`src/rtl/core/assert_macros.svh`:
```
// ----------------------------------------------------------------------------
// Assertion macros
// Concurrent assertion forms for the triangle unit normal RTL.
// ----------------------------------------------------------------------------
`ifndef ASSERT_MACROS_SVH
`define ASSERT_MACROS_SVH

// Consequent must hold in the same cycle as the antecedent.
`define TUN_ASSERT_SAME(lbl, clk, rst_n, ante, cons) \
    lbl: assert property (@(posedge clk) disable iff (!rst_n) (ante) |-> (cons)) \
        else $error("same-cycle check failed");

// Consequent must hold in the cycle after the antecedent.
`define TUN_ASSERT_NEXT(lbl, clk, rst_n, ante, cons) \
    lbl: assert property (@(posedge clk) disable iff (!rst_n) (ante) |=> (cons)) \
        else $error("next-cycle check failed");

`endif

```
`src/rtl/core/tun_pkg.sv`:
```
// ----------------------------------------------------------------------------
// Triangle unit normal package
// Fixed widths, register map codes and the result beat type.
// ----------------------------------------------------------------------------
`default_nettype none

package tun_pkg;
    localparam int EPS_W    = 50;
    localparam int EPS_H    = 25;
    localparam int EPS2_W   = 2 * EPS_W;
    localparam int OUT_W    = 32;
    localparam int OUT_FRAC = 30;
    localparam int Y_W      = OUT_FRAC + 2;
    localparam int R_SHIFT  = 2 * OUT_FRAC + 2;
    localparam int REG_W    = 64;
    localparam int ADDR_W   = 4;

    localparam logic [EPS_W-1:0] EPS_RESET = 50'd17;
    localparam logic REG_IDX_EPSILON = 1'b0;

    typedef struct packed {
        logic signed [OUT_W-1:0] normal_x;
        logic signed [OUT_W-1:0] normal_y;
        logic signed [OUT_W-1:0] normal_z;
        logic                    degenerate;
    } t_result;
endpackage

`default_nettype wire

```
`src/rtl/core/tun_out.sv`:
```
// ----------------------------------------------------------------------------
// Triangle unit normal output stage
// Output register with a skid entry; holds the pipeline while the skid is full.
// ----------------------------------------------------------------------------
`default_nettype none
`include "assert_macros.svh"

module tun_out (
    input  wire logic              i_clk,
    input  wire logic              i_rst_n,
    input  wire logic              i_valid,
    input  wire tun_pkg::t_result  i_res,
    output logic                   o_en,
    output logic                   o_valid,
    output tun_pkg::t_result       o_res,
    input  wire logic              i_ready
);
    import tun_pkg::*;

    logic    r_ov, r_sv;
    t_result r_res, r_skid;
    logic    w_in_v;

    assign o_en   = !r_sv;
    assign w_in_v = i_valid && !r_sv;

    always_ff @(posedge i_clk) begin
        if (!i_rst_n) begin
            r_ov <= 1'b0;
            r_sv <= 1'b0;
        end else if (!r_ov || i_ready) begin
            if (r_sv) begin
                r_ov <= 1'b1;
                r_sv <= 1'b0;
            end else begin
                r_ov <= w_in_v;
            end
        end else if (w_in_v) begin
            r_sv <= 1'b1;
        end
    end

    always_ff @(posedge i_clk) begin
        if (!r_ov || i_ready) begin
            r_res <= r_sv ? r_skid : i_res;
        end else if (w_in_v) begin
            r_skid <= i_res;
        end
    end

    assign o_valid = r_ov;
    assign o_res   = r_res;

    `TUN_ASSERT_SAME(a_skid_behind_out, i_clk, i_rst_n, r_sv, r_ov)
    `TUN_ASSERT_NEXT(a_skid_drains, i_clk, i_rst_n, r_sv && i_ready, !r_sv)
    `TUN_ASSERT_NEXT(a_stall_fills_skid, i_clk, i_rst_n, w_in_v && r_ov && !i_ready, r_sv)
    `TUN_ASSERT_SAME(a_degenerate_zero, i_clk, i_rst_n, r_ov && r_res.degenerate,
        r_res.normal_x == '0 && r_res.normal_y == '0 && r_res.normal_z == '0)
endmodule

`default_nettype wire

```
`config.mk`:
```
export PLATFORM = sky130hd
export DESIGN_NAME = tun_out
export DESIGN_NICKNAME = d
export VERILOG_FILES = /design/src/rtl/core/tun_pkg.sv /design/src/rtl/core/tun_out.sv
export VERILOG_INCLUDE_DIRS = /design/src /design/src/rtl/core
export SDC_FILE = /design/constraint.sdc
export NUM_CORES = 1
export LEC_CHECK = 0
export BUFFER_PORTS_ARGS = -buffer_cell sky130_fd_sc_hd__buf_2
export CORE_AREA = 2 2 116 118
export DETAILED_ROUTE_END_ITERATION = 7
export DIE_AREA = 0 0 118 120
export GPL_TIMING_DRIVEN = 0
export MAX_ROUTING_LAYER = met4
export PLACE_DENSITY = 0.95
export SLEW_MARGIN = 20
export SYNTH_ARGS = -nofsm -noshare
export SYNTH_HDL_FRONTEND = slang
export SYNTH_SLANG_ARGS = --single-unit
```
`constraint.sdc`:
```
create_clock -name i_clk -period 16.01 [get_ports i_clk]
set_clock_uncertainty 0.05 [all_clocks]
set_input_delay 0 -clock i_clk [delete_from_list [all_inputs] [get_ports i_clk]]
set_output_delay 0 -clock i_clk [all_outputs]
set_load 0.02 [all_outputs]
```
==> metrics.cfg, run 1 <==
[synth]
yosysUniqueCellTypes=10
synth.area.top_cells=edfxtp_1 (82%), mux2_2 (15%), clkbuf_8 (1.9%)
netlist_instances=310
syn-cell-area_um2=7143
synthAdderAreaFrac=0
yosys_register_bits=196
yosys_warnings=0
synth.mux.area_fraction=0.1529
yosys.area.top_type_share=0.8156
synth_compound_area_frac=0.001051
synth_top_area_cell=edfxtp_1
yosys.area_share.simple=0.003503
yosysSeqAreaShare=0.8212
synth_top_family_by_area=multiplexers
synth_nets=411
synth.avg_cell_area_um2=23.04
synth-xor-area-share=0

[critical_path]
arrival_ps=2330
crit_path_max_fanout=31
r2r-end=r_skid[4]
crit_start=o_valid
path_cells=nand2b_4 -> nor3b_2 -> buf_6 -> buf_4 -> buf_6
r2r-start=o_valid
reg2reg_depth=5
crit_path_max_incr_delay_ps=580
startpoint_type=flip-flop
r2r_slack_ps=13760
critical_path_required_ps=16090
cp-endpoint=r_skid[4]
cpMostUsedCell=buf_6
cp-end-kind=flip-flop
slowest_stage=nor3b_2
crit_type=flip-flop to flip-flop

[layout]
num-fill-cells=698
mostFrequentLayoutCells=buf_2 (199), edfxtp_1 (194), dlygate4sd3_1 (100), mux2_2 (97), clkbuf_16 (17)
antenna_cells=0
drive_above_1_share=0.5360
layout_commonest_cell=buf_2
syn_to_final_growth_pct=41.25
fin_cells=829
num-nets-final=741

[floorplan]
dieHeight_um=120
top_level_ports=200
die_area_um2=14160
core-area_um2=12980
die_w_um=118
num_rows=42
initial_utilization=0.5503

[sta]
min_period_ps=2255
hold_slack_ps=169.9
tightest_slew_ps=546.4
post-route-period-util=0.1408
setup_viol=0
fin_tns_setup_ps=0
hold_viol_final=0
rsz0062_at_grt=false
relSlewSlack=0.6341
maxSlewViolCount=0
max_freq_mhz=443.5

[global_routing]
grt_max_degree=42
grt_use_total=0.2397
grt_pass1_vias=4617
grt-ovfl-total=0
grt_pass1_wl_mm=24.43
antenna_found_initial=0

[clocking]
htreeDepth=4
postCtsResizedCells=0
clk_path_buf_depth=2
cts_tree=yes
cts_buffers=17
root_buffer=clkbuf_16
clkTransAtPathRegs_ps=60
insertion_delay_ps=420
clock-sinks=196

[drt]
wl_per_cell_um=19.39
postRouteAntennaNets=0
vias=4211
firstDrtPassIters=4
drc=0
avgViaCountPerCell=5.080
routed_wirelength_mm=16.07
first_iter_violations=318

[place]
gp_congestion=0.7382
dp.cells=697
port_buffers=199
place_hpwl_mm=9.758

[pwr]
vdd_drop_max_mv=0.07542
leakagePower_nw=3.902
powerDensity_nw_per_um2=112.0

[status]
outcome=complete, no violations

[min_path]
holdCritPathClass=input port to flip-flop
whs_path_depth=3

[job]
max_cap_violations=0

## Yosys cell counts
library cell  number
edfxtp_1         194
mux2_2            97
clkbuf_8          10
dfxtp_1            2
nor3b_1            2
a21boi_0           1
buf_6              1
inv_1              1
nand2b_1           1
nor2_1             1
## critical path: cells and delay by family (launching register included)
family        cells  cell delay (ps)
simple gates      2              870
flops             1              390
buf+inv           3              640
## worst min-delay path by stage
stage / start / end
global route: i_ready / r_sv
finish: i_ready / r_sv
floorplan: i_res[0] / r_skid[0]
global placement: i_res[51] / r_skid[51]
CTS: i_ready / r_sv
detailed placement: i_res[78] / r_skid[78]
## per-stage QoR
stage	util	setup slack, ps	area (um2)	power [W]
5_1_grt	0.7773	13560	10090	0.001164
4_1_cts	0.7773	13710	10090	0.001133
3_5_place_dp	0.6550	13720	8502	0.0007026
6_report	0.7773	13760	10090	0.001130
2_1_floorplan	-	5221	7143	0.0006618
3_3_place_gp	0.6440	1037	8359	0.0006994
## final cells by class
class | instances | area, um2 | area share
sequential | 196 | 5866 | 0.5813
clock inverter | 6 | 67.56 | 0.006696
inverter | 1 | 3.754 | 0.0003720
buffer | 11 | 148.9 | 0.01476
multi-input combinational | 102 | 1137 | 0.1127
clock buffer | 26 | 519.2 | 0.05146
tap | 176 | 220.2 | 0.02183
timing repair buffer | 311 | 2127 | 0.2108
## power by group
group	total [W]	switching, W	internal (W)
combinational	0.000113	0.0000597	0.0000530
sequential	0.000600	0.00000727	0.000593
clock	0.000417	0.000177	0.000241
## routing by layer
| layer | global-route usage | routed length, um | vias up |
|---|---|---|---|
| met2 | 0.4219 | 8802 | 164 |
| li1 | - | - | 1905 |
| met3 | 0.05133 | 720 | 39 |
| met1 | 0.2656 | 6106 | 2103 |
| met4 | 0.1024 | 444 | 0 |
| met5 | - | 0 | - |
## repair_timing
action,CTS,global route
endpoints found under the hold margin,196,0
hold buffers,100,0
endpoints found under the setup margin,0,0
setup buffers,0,0
## flip-flops by register name, summed over array words and instances, names as in the netlist
register and count:
r_sv 1, o_valid 1, o_res 97, r_skid 97
## cells by family after synthesis
family                 Yosys count
flip-flops                     196
buffers and inverters           12
AO/OA/AOI/OAI                    1
AND/OR/NAND/NOR                  4
multiplexers                    97
(Power assumes the default switching activity.)
==> run 2: changes to the inputs <==
--- a/config.mk
+++ b/config.mk
@@ -6,13 +6,14 @@
 export SDC_FILE = /design/constraint.sdc
 export NUM_CORES = 1
 export LEC_CHECK = 0
+export ABC_AREA = 1
 export BUFFER_PORTS_ARGS = -buffer_cell sky130_fd_sc_hd__buf_2
-export CORE_AREA = 2 2 116 118
+export CORE_AREA = 2 2 121 123
 export DETAILED_ROUTE_END_ITERATION = 7
-export DIE_AREA = 0 0 118 120
+export DIE_AREA = 0 0 123 125
 export GPL_TIMING_DRIVEN = 0
 export MAX_ROUTING_LAYER = met4
-export PLACE_DENSITY = 0.95
+export PLACE_DENSITY = 0.9
 export SLEW_MARGIN = 20
 export SYNTH_ARGS = -nofsm -noshare
 export SYNTH_HDL_FRONTEND = slang
==> constraint.sdc (replaced) <==
create_clock -name i_clk -period 2.25 [get_ports i_clk]
set_clock_uncertainty 0.05 [all_clocks]
set_input_delay 0 -clock i_clk [delete_from_list [all_inputs] [get_ports i_clk]]
set_output_delay 0 -clock i_clk [all_outputs]
set_load 0.02 [all_outputs]
==> metrics.cfg, run 2 <==
[floorplan]
die_area_um2=15380
core-area_um2=14200
top_level_ports=200
die_w_um=123
dieHeight_um=125
initial_utilization=0.5017
num_rows=44

[pwr]
vdd_drop_max_mv=0.5264
powerDensity_nw_per_um2=811.3
leakagePower_nw=4.356

[critical_path]
crit_path_max_fanout=10
startpoint_type=flip-flop
crit_start=r_sv
r2r-start=r_sv
crit_type=flip-flop to flip-flop
arrival_ps=2440
cp-end-kind=flip-flop
critical_path_required_ps=2510

[sta]
min_period_ps=2185
maxSlewViolCount=0
max_freq_mhz=457.6
hold_viol_final=0
rsz0062_at_grt=false
relSlewSlack=0.4815
post-route-period-util=0.9713
tightest_slew_ps=777.8
fin_ws_ps=64.66
setup_viol=0

[layout]
layout_commonest_cell=nand2_1
num-nets-final=943
fin_cells=1039
fin_area_um2=10060
antenna_cells=0
mostFrequentLayoutCells=nand2_1 (293), buf_2 (215), edfxtp_1 (194), dlygate4sd3_1 (102), clkbuf_16 (17)
final_util=0.7084
drive_above_1_share=0.2959
syn_to_final_growth_pct=41.21

[place]
dp_slack_ps=-61.72
dp.cells=904
gp_congestion=0.8223
port_buffers=199
placed_cell_area_um2=8454
place_hpwl_mm=9.956

[clocking]
insertion_delay_ps=420
clk_path_buf_depth=2
root_buffer=clkbuf_16
cts_buffers=17
clock-sinks=196
cts_tree=yes
clkTransAtPathRegs_ps=70
htreeDepth=4
postCtsSetupRepairBufs=0

[status]
outcome=complete, no violations

[drt]
routed_wirelength_mm=17.47
vias=5111
drc=0
first_iter_violations=446
wl_per_cell_um=16.81
avgViaCountPerCell=4.919
postRouteAntennaNets=0
firstDrtPassIters=5

[synth]
synth_top_area_cell=edfxtp_1
ys_top_cells_by_count=nand2_1 (294), edfxtp_1 (194), buf_2 (16)
netlist_instances=518
synth-edff-count=194
synthFlopType=edfxtp_1
yosys_register_bits=196
yosysSeqAreaShare=0.8232
yosys.area.top_type_share=0.8176
yosysUniqueCellTypes=11
synth_nets=619
yosys_warnings=0
yosysMostFrequentCell=nand2_1
async_flop_share=0
synth.avg_cell_area_um2=13.76
syn-cell-area_um2=7126
synth.area.top_cells=edfxtp_1 (82%), nand2_1 (15%), buf_2 (1.1%)

[min_path]
holdCritPathClass=input port to flip-flop
worstHoldStart=i_res[26]

[global_routing]
grtUsageMet3=0.05611
grt_pass1_wl_mm=26.20
grt_max_degree=100
antenna_found_initial=0
gr-usage-met1=0.2661
grt-ovfl-total=0
grt_use_total=0.2372
grt_use_met2=0.3952
grt_pass1_vias=5176
busiest_layer=met2

[job]
max_cap_violations=0

==> run 2: cell families after synthesis <==
family,count (synthesis),share of synthesized area
compound gates,1,0.0007017
buf+inv,23,0.01896
flops,196,0.8232
simple gates,298,0.1572
==> run 2: worst max-delay path, cell delays in order, from the launching register on <==
cell	delay, ps
dfxtp_1	300
buf_4	190
buf_4	190
o21ai_2	130
dlygate4sd3_1	580
nand2_1	70
dlygate4sd3_1	560
==> run 2: power breakdown <==
part / internal (W) / total [W] / switching [W] / leakage [nW]
Clock: 0.00174 / 0.00301 / 0.00126 / 0.267
Sequential: 0.00425 / 0.00431 / 0.0000562 / 1.91
Combinational: 0.000342 / 0.000852 / 0.000511 / 2.18
==> run 2: final timing paths <==
check        depth (start not counted)  slack [ps]          to
min reg2reg                          2         470   o_res[15]
max reg2reg                          6          60     o_valid
max                                  6          60     o_valid
min                                  2         250  r_skid[26]
==> run 2: stage by stage <==
stage / TNS (ps) / hold slack, ps / power (W)
3_5_place_dp: -3382 / 142.7 / 0.005075
5_1_grt: 0 / 240.7 / 0.008414
4_1_cts: 0 / 227.9 / 0.008161
3_3_place_gp: -121640 / 141.4 / 0.005036
2_1_floorplan: -50540 / 48.87 / 0.004746
6_report: 0 / 245.5 / 0.008163
==> run 2: layer usage <==
metal / share of wire / vias up / routed length (um)
met5: 0 / - / 0
met1: 0.37 / 2420 / 6535
met3: 0.064 / 60 / 1110
met2: 0.52 / 233 / 9089
li1: - / 2398 / -
met4: 0.042 / 0 / 731
==> run 2: cell type report <==
class	instances	area (um2)
repair buffers	304	2092
clock buffers	22	444.2
well taps	184	230.2
flip-flops and latches	196	5869
fillers	894	4141
inverters	2	10.01
plain buffers	21	125.1
clock inverters	10	132.6
multi-input cells	300	1159
==> run 2: timing repair <==
item | CTS | global route
resized for setup | 0 | 2
endpoints found under the hold margin | 196 | 0
hold buffers | 102 | 0
pin swaps | 1 | 0
gates cloned | 1 | 0
setup endpoints to repair | 78 | 1
==> run 3: changes to the inputs <==
--- a/config.mk
+++ b/config.mk
@@ -8,13 +8,14 @@
 export LEC_CHECK = 0
 export ABC_AREA = 1
 export BUFFER_PORTS_ARGS = -buffer_cell sky130_fd_sc_hd__buf_2
-export CORE_AREA = 2 2 121 123
+export CORE_AREA = 2 2 118 120
+export CTS_BUF_LIST = sky130_fd_sc_hd__clkbuf_4 sky130_fd_sc_hd__clkbuf_8
 export DETAILED_ROUTE_END_ITERATION = 7
-export DIE_AREA = 0 0 123 125
+export DIE_AREA = 0 0 120 122
 export GPL_TIMING_DRIVEN = 0
 export MAX_ROUTING_LAYER = met4
-export PLACE_DENSITY = 0.9
-export SLEW_MARGIN = 20
+export PLACE_DENSITY = 0.93
+export SLEW_MARGIN = 5
 export SYNTH_ARGS = -nofsm -noshare
 export SYNTH_HDL_FRONTEND = slang
 export SYNTH_SLANG_ARGS = --single-unit
==> metrics.cfg, run 3 (synthesized netlist as in run 2, its figures left out) <==
[status]
outcome=complete, no violations

[layout]
fin_cells=1031
num-nets-final=941
layout_commonest_cell=nand2_1
area.sequential_um2=5869
multi_input_area_um2=1149
mostFrequentLayoutCells=nand2_1 (293), buf_2 (215), edfxtp_1 (194), dlygate4sd3_1 (101), clkbuf_8 (17)
syn_to_final_growth_pct=37.58
antenna_cells=0
fin_area_um2=9803
drive_above_1_share=0.2996
num-fill-cells=831

[floorplan]
die_area_um2=14640
core-area_um2=13500
die_w_um=120
top_level_ports=200
initial_utilization=0.5277
num_rows=43
dieHeight_um=122

[clocking]
clk_path_buf_depth=2
insertion_delay_ps=450
cts_buffers=17
clkTransAtPathRegs_ps=90
clock-sinks=196
cts_tree=yes
root_buffer=clkbuf_8
htreeDepth=4

[place]
dp_slack_ps=313.5
dp.cells=900
placed_cell_area_um2=8434
place_hpwl_mm=10.16
port_buffers=199
gp_congestion=0.8169

[drt]
wl_per_cell_um=16.42
vias=5116
routed_wirelength_mm=16.93
avgViaCountPerCell=4.962
first_iter_violations=438
postRouteAntennaNets=0
drc=0
firstDrtPassIters=5

[sta]
max_freq_mhz=519.0
maxSlewViolCount=0
post-route-period-util=0.8563
min_period_ps=1927
rsz0062_at_grt=false
relSlewSlack=0.4794
tightest_slew_ps=780.9
setup_viol=0
fin_ws_ps=323.3
hold_viol_final=0

[job]
max_cap_violations=0

[global_routing]
grt_max_degree=99
grt-ovfl-total=0
grt_pass1_vias=5189
antenna_found_initial=0
grt_use_total=0.2399
grt_pass1_wl_mm=25.59

[critical_path]
cp-end-kind=flip-flop
arrival_ps=2020
crit_path_max_incr_delay_ps=470
crit_path_max_fanout=98
r2r_slack_ps=320
path_cells=nand2_8 -> nor2_4 -> buf_12
slowest_stage=nor2_4
startpoint_type=flip-flop
critical_path_required_ps=2350
crit_type=flip-flop to flip-flop

[min_path]
holdCritPathClass=input port to flip-flop

[pwr]
powerDensity_nw_per_um2=741.4
leakagePower_nw=4.260
vdd_drop_max_mv=0.4813

run 3: changes by cell type in the layout (fill, tap and decap cells not counted), sizes merged:
| cell | previous run | this run |
|---|---|---|
| clkbuf | 22 | 18 |
| clkinv | 4 | 8 |
| clkinvlp | 3 | 2 |
| nor2 | 4 | 3 |
| bufinv | 3 | 2 |
| dlygate4sd3 | 102 | 101 |
run 3: routing by layer:
layer	routed length, um	vias up	global-route usage
met4	427	0	0.1074
met5	0	-	-
li1	-	2397	-
met1	6476	2473	0.2663
met2	9192	214	0.4208
met3	836	32	0.04775
run 3: report_power, final:
group	total (W)	switching [W]	internal [W]
clock network	0.00212	0.00115	0.000971
registers	0.00430	0.0000552	0.00424
logic	0.000845	0.000507	0.000338
total	0.00727	0.00171	0.00555
run 3: timing repair:
action,in CTS,in global routing
endpoints found under the hold margin,199,0
hold buffers,101,0
buffers inserted,0,0
resized for setup,0,0
run 3: final timing paths:
check	startpoint	to	cells after the start
worst max register to register	o_valid	r_skid[16]	3
worst max-delay path	o_valid	r_skid[16]	3
worst min-delay path	i_res[30]	r_skid[30]	2
worst min register to register	r_skid[70]	o_res[70]	2
run 3: stage by stage:
step / util / setup TNS [ps] / hold WS [ps] / power [W]
2_1_floorplan: - / -50540 / 48.87 / 0.004746
3_3_place_gp: 0.6201 / -119780 / 141.7 / 0.005034
3_5_place_dp: 0.6246 / 0 / 142.8 / 0.005074
4_1_cts: 0.7259 / 0 / 187.9 / 0.007268
5_1_grt: 0.7259 / 0 / 200.4 / 0.007527
6_report: 0.7259 / 0 / 227.9 / 0.007268
run 3: cell type report:
class,count,area share
buffer,21,0.01276
clock buffer,18,0.02463
clock inverter,12,0.01187
inverter,2,0.001021
multi-input combinational,299,0.1172
sequential,196,0.5987
tap,180,0.02297
timing repair buffer,303,0.2108
run 3: critical path, delay by kind of cell (launching register included):
family,cells,cell delay [ps]
AND/OR/NAND/NOR,2,870
flip-flops,1,390
buffers and inverters,1,260
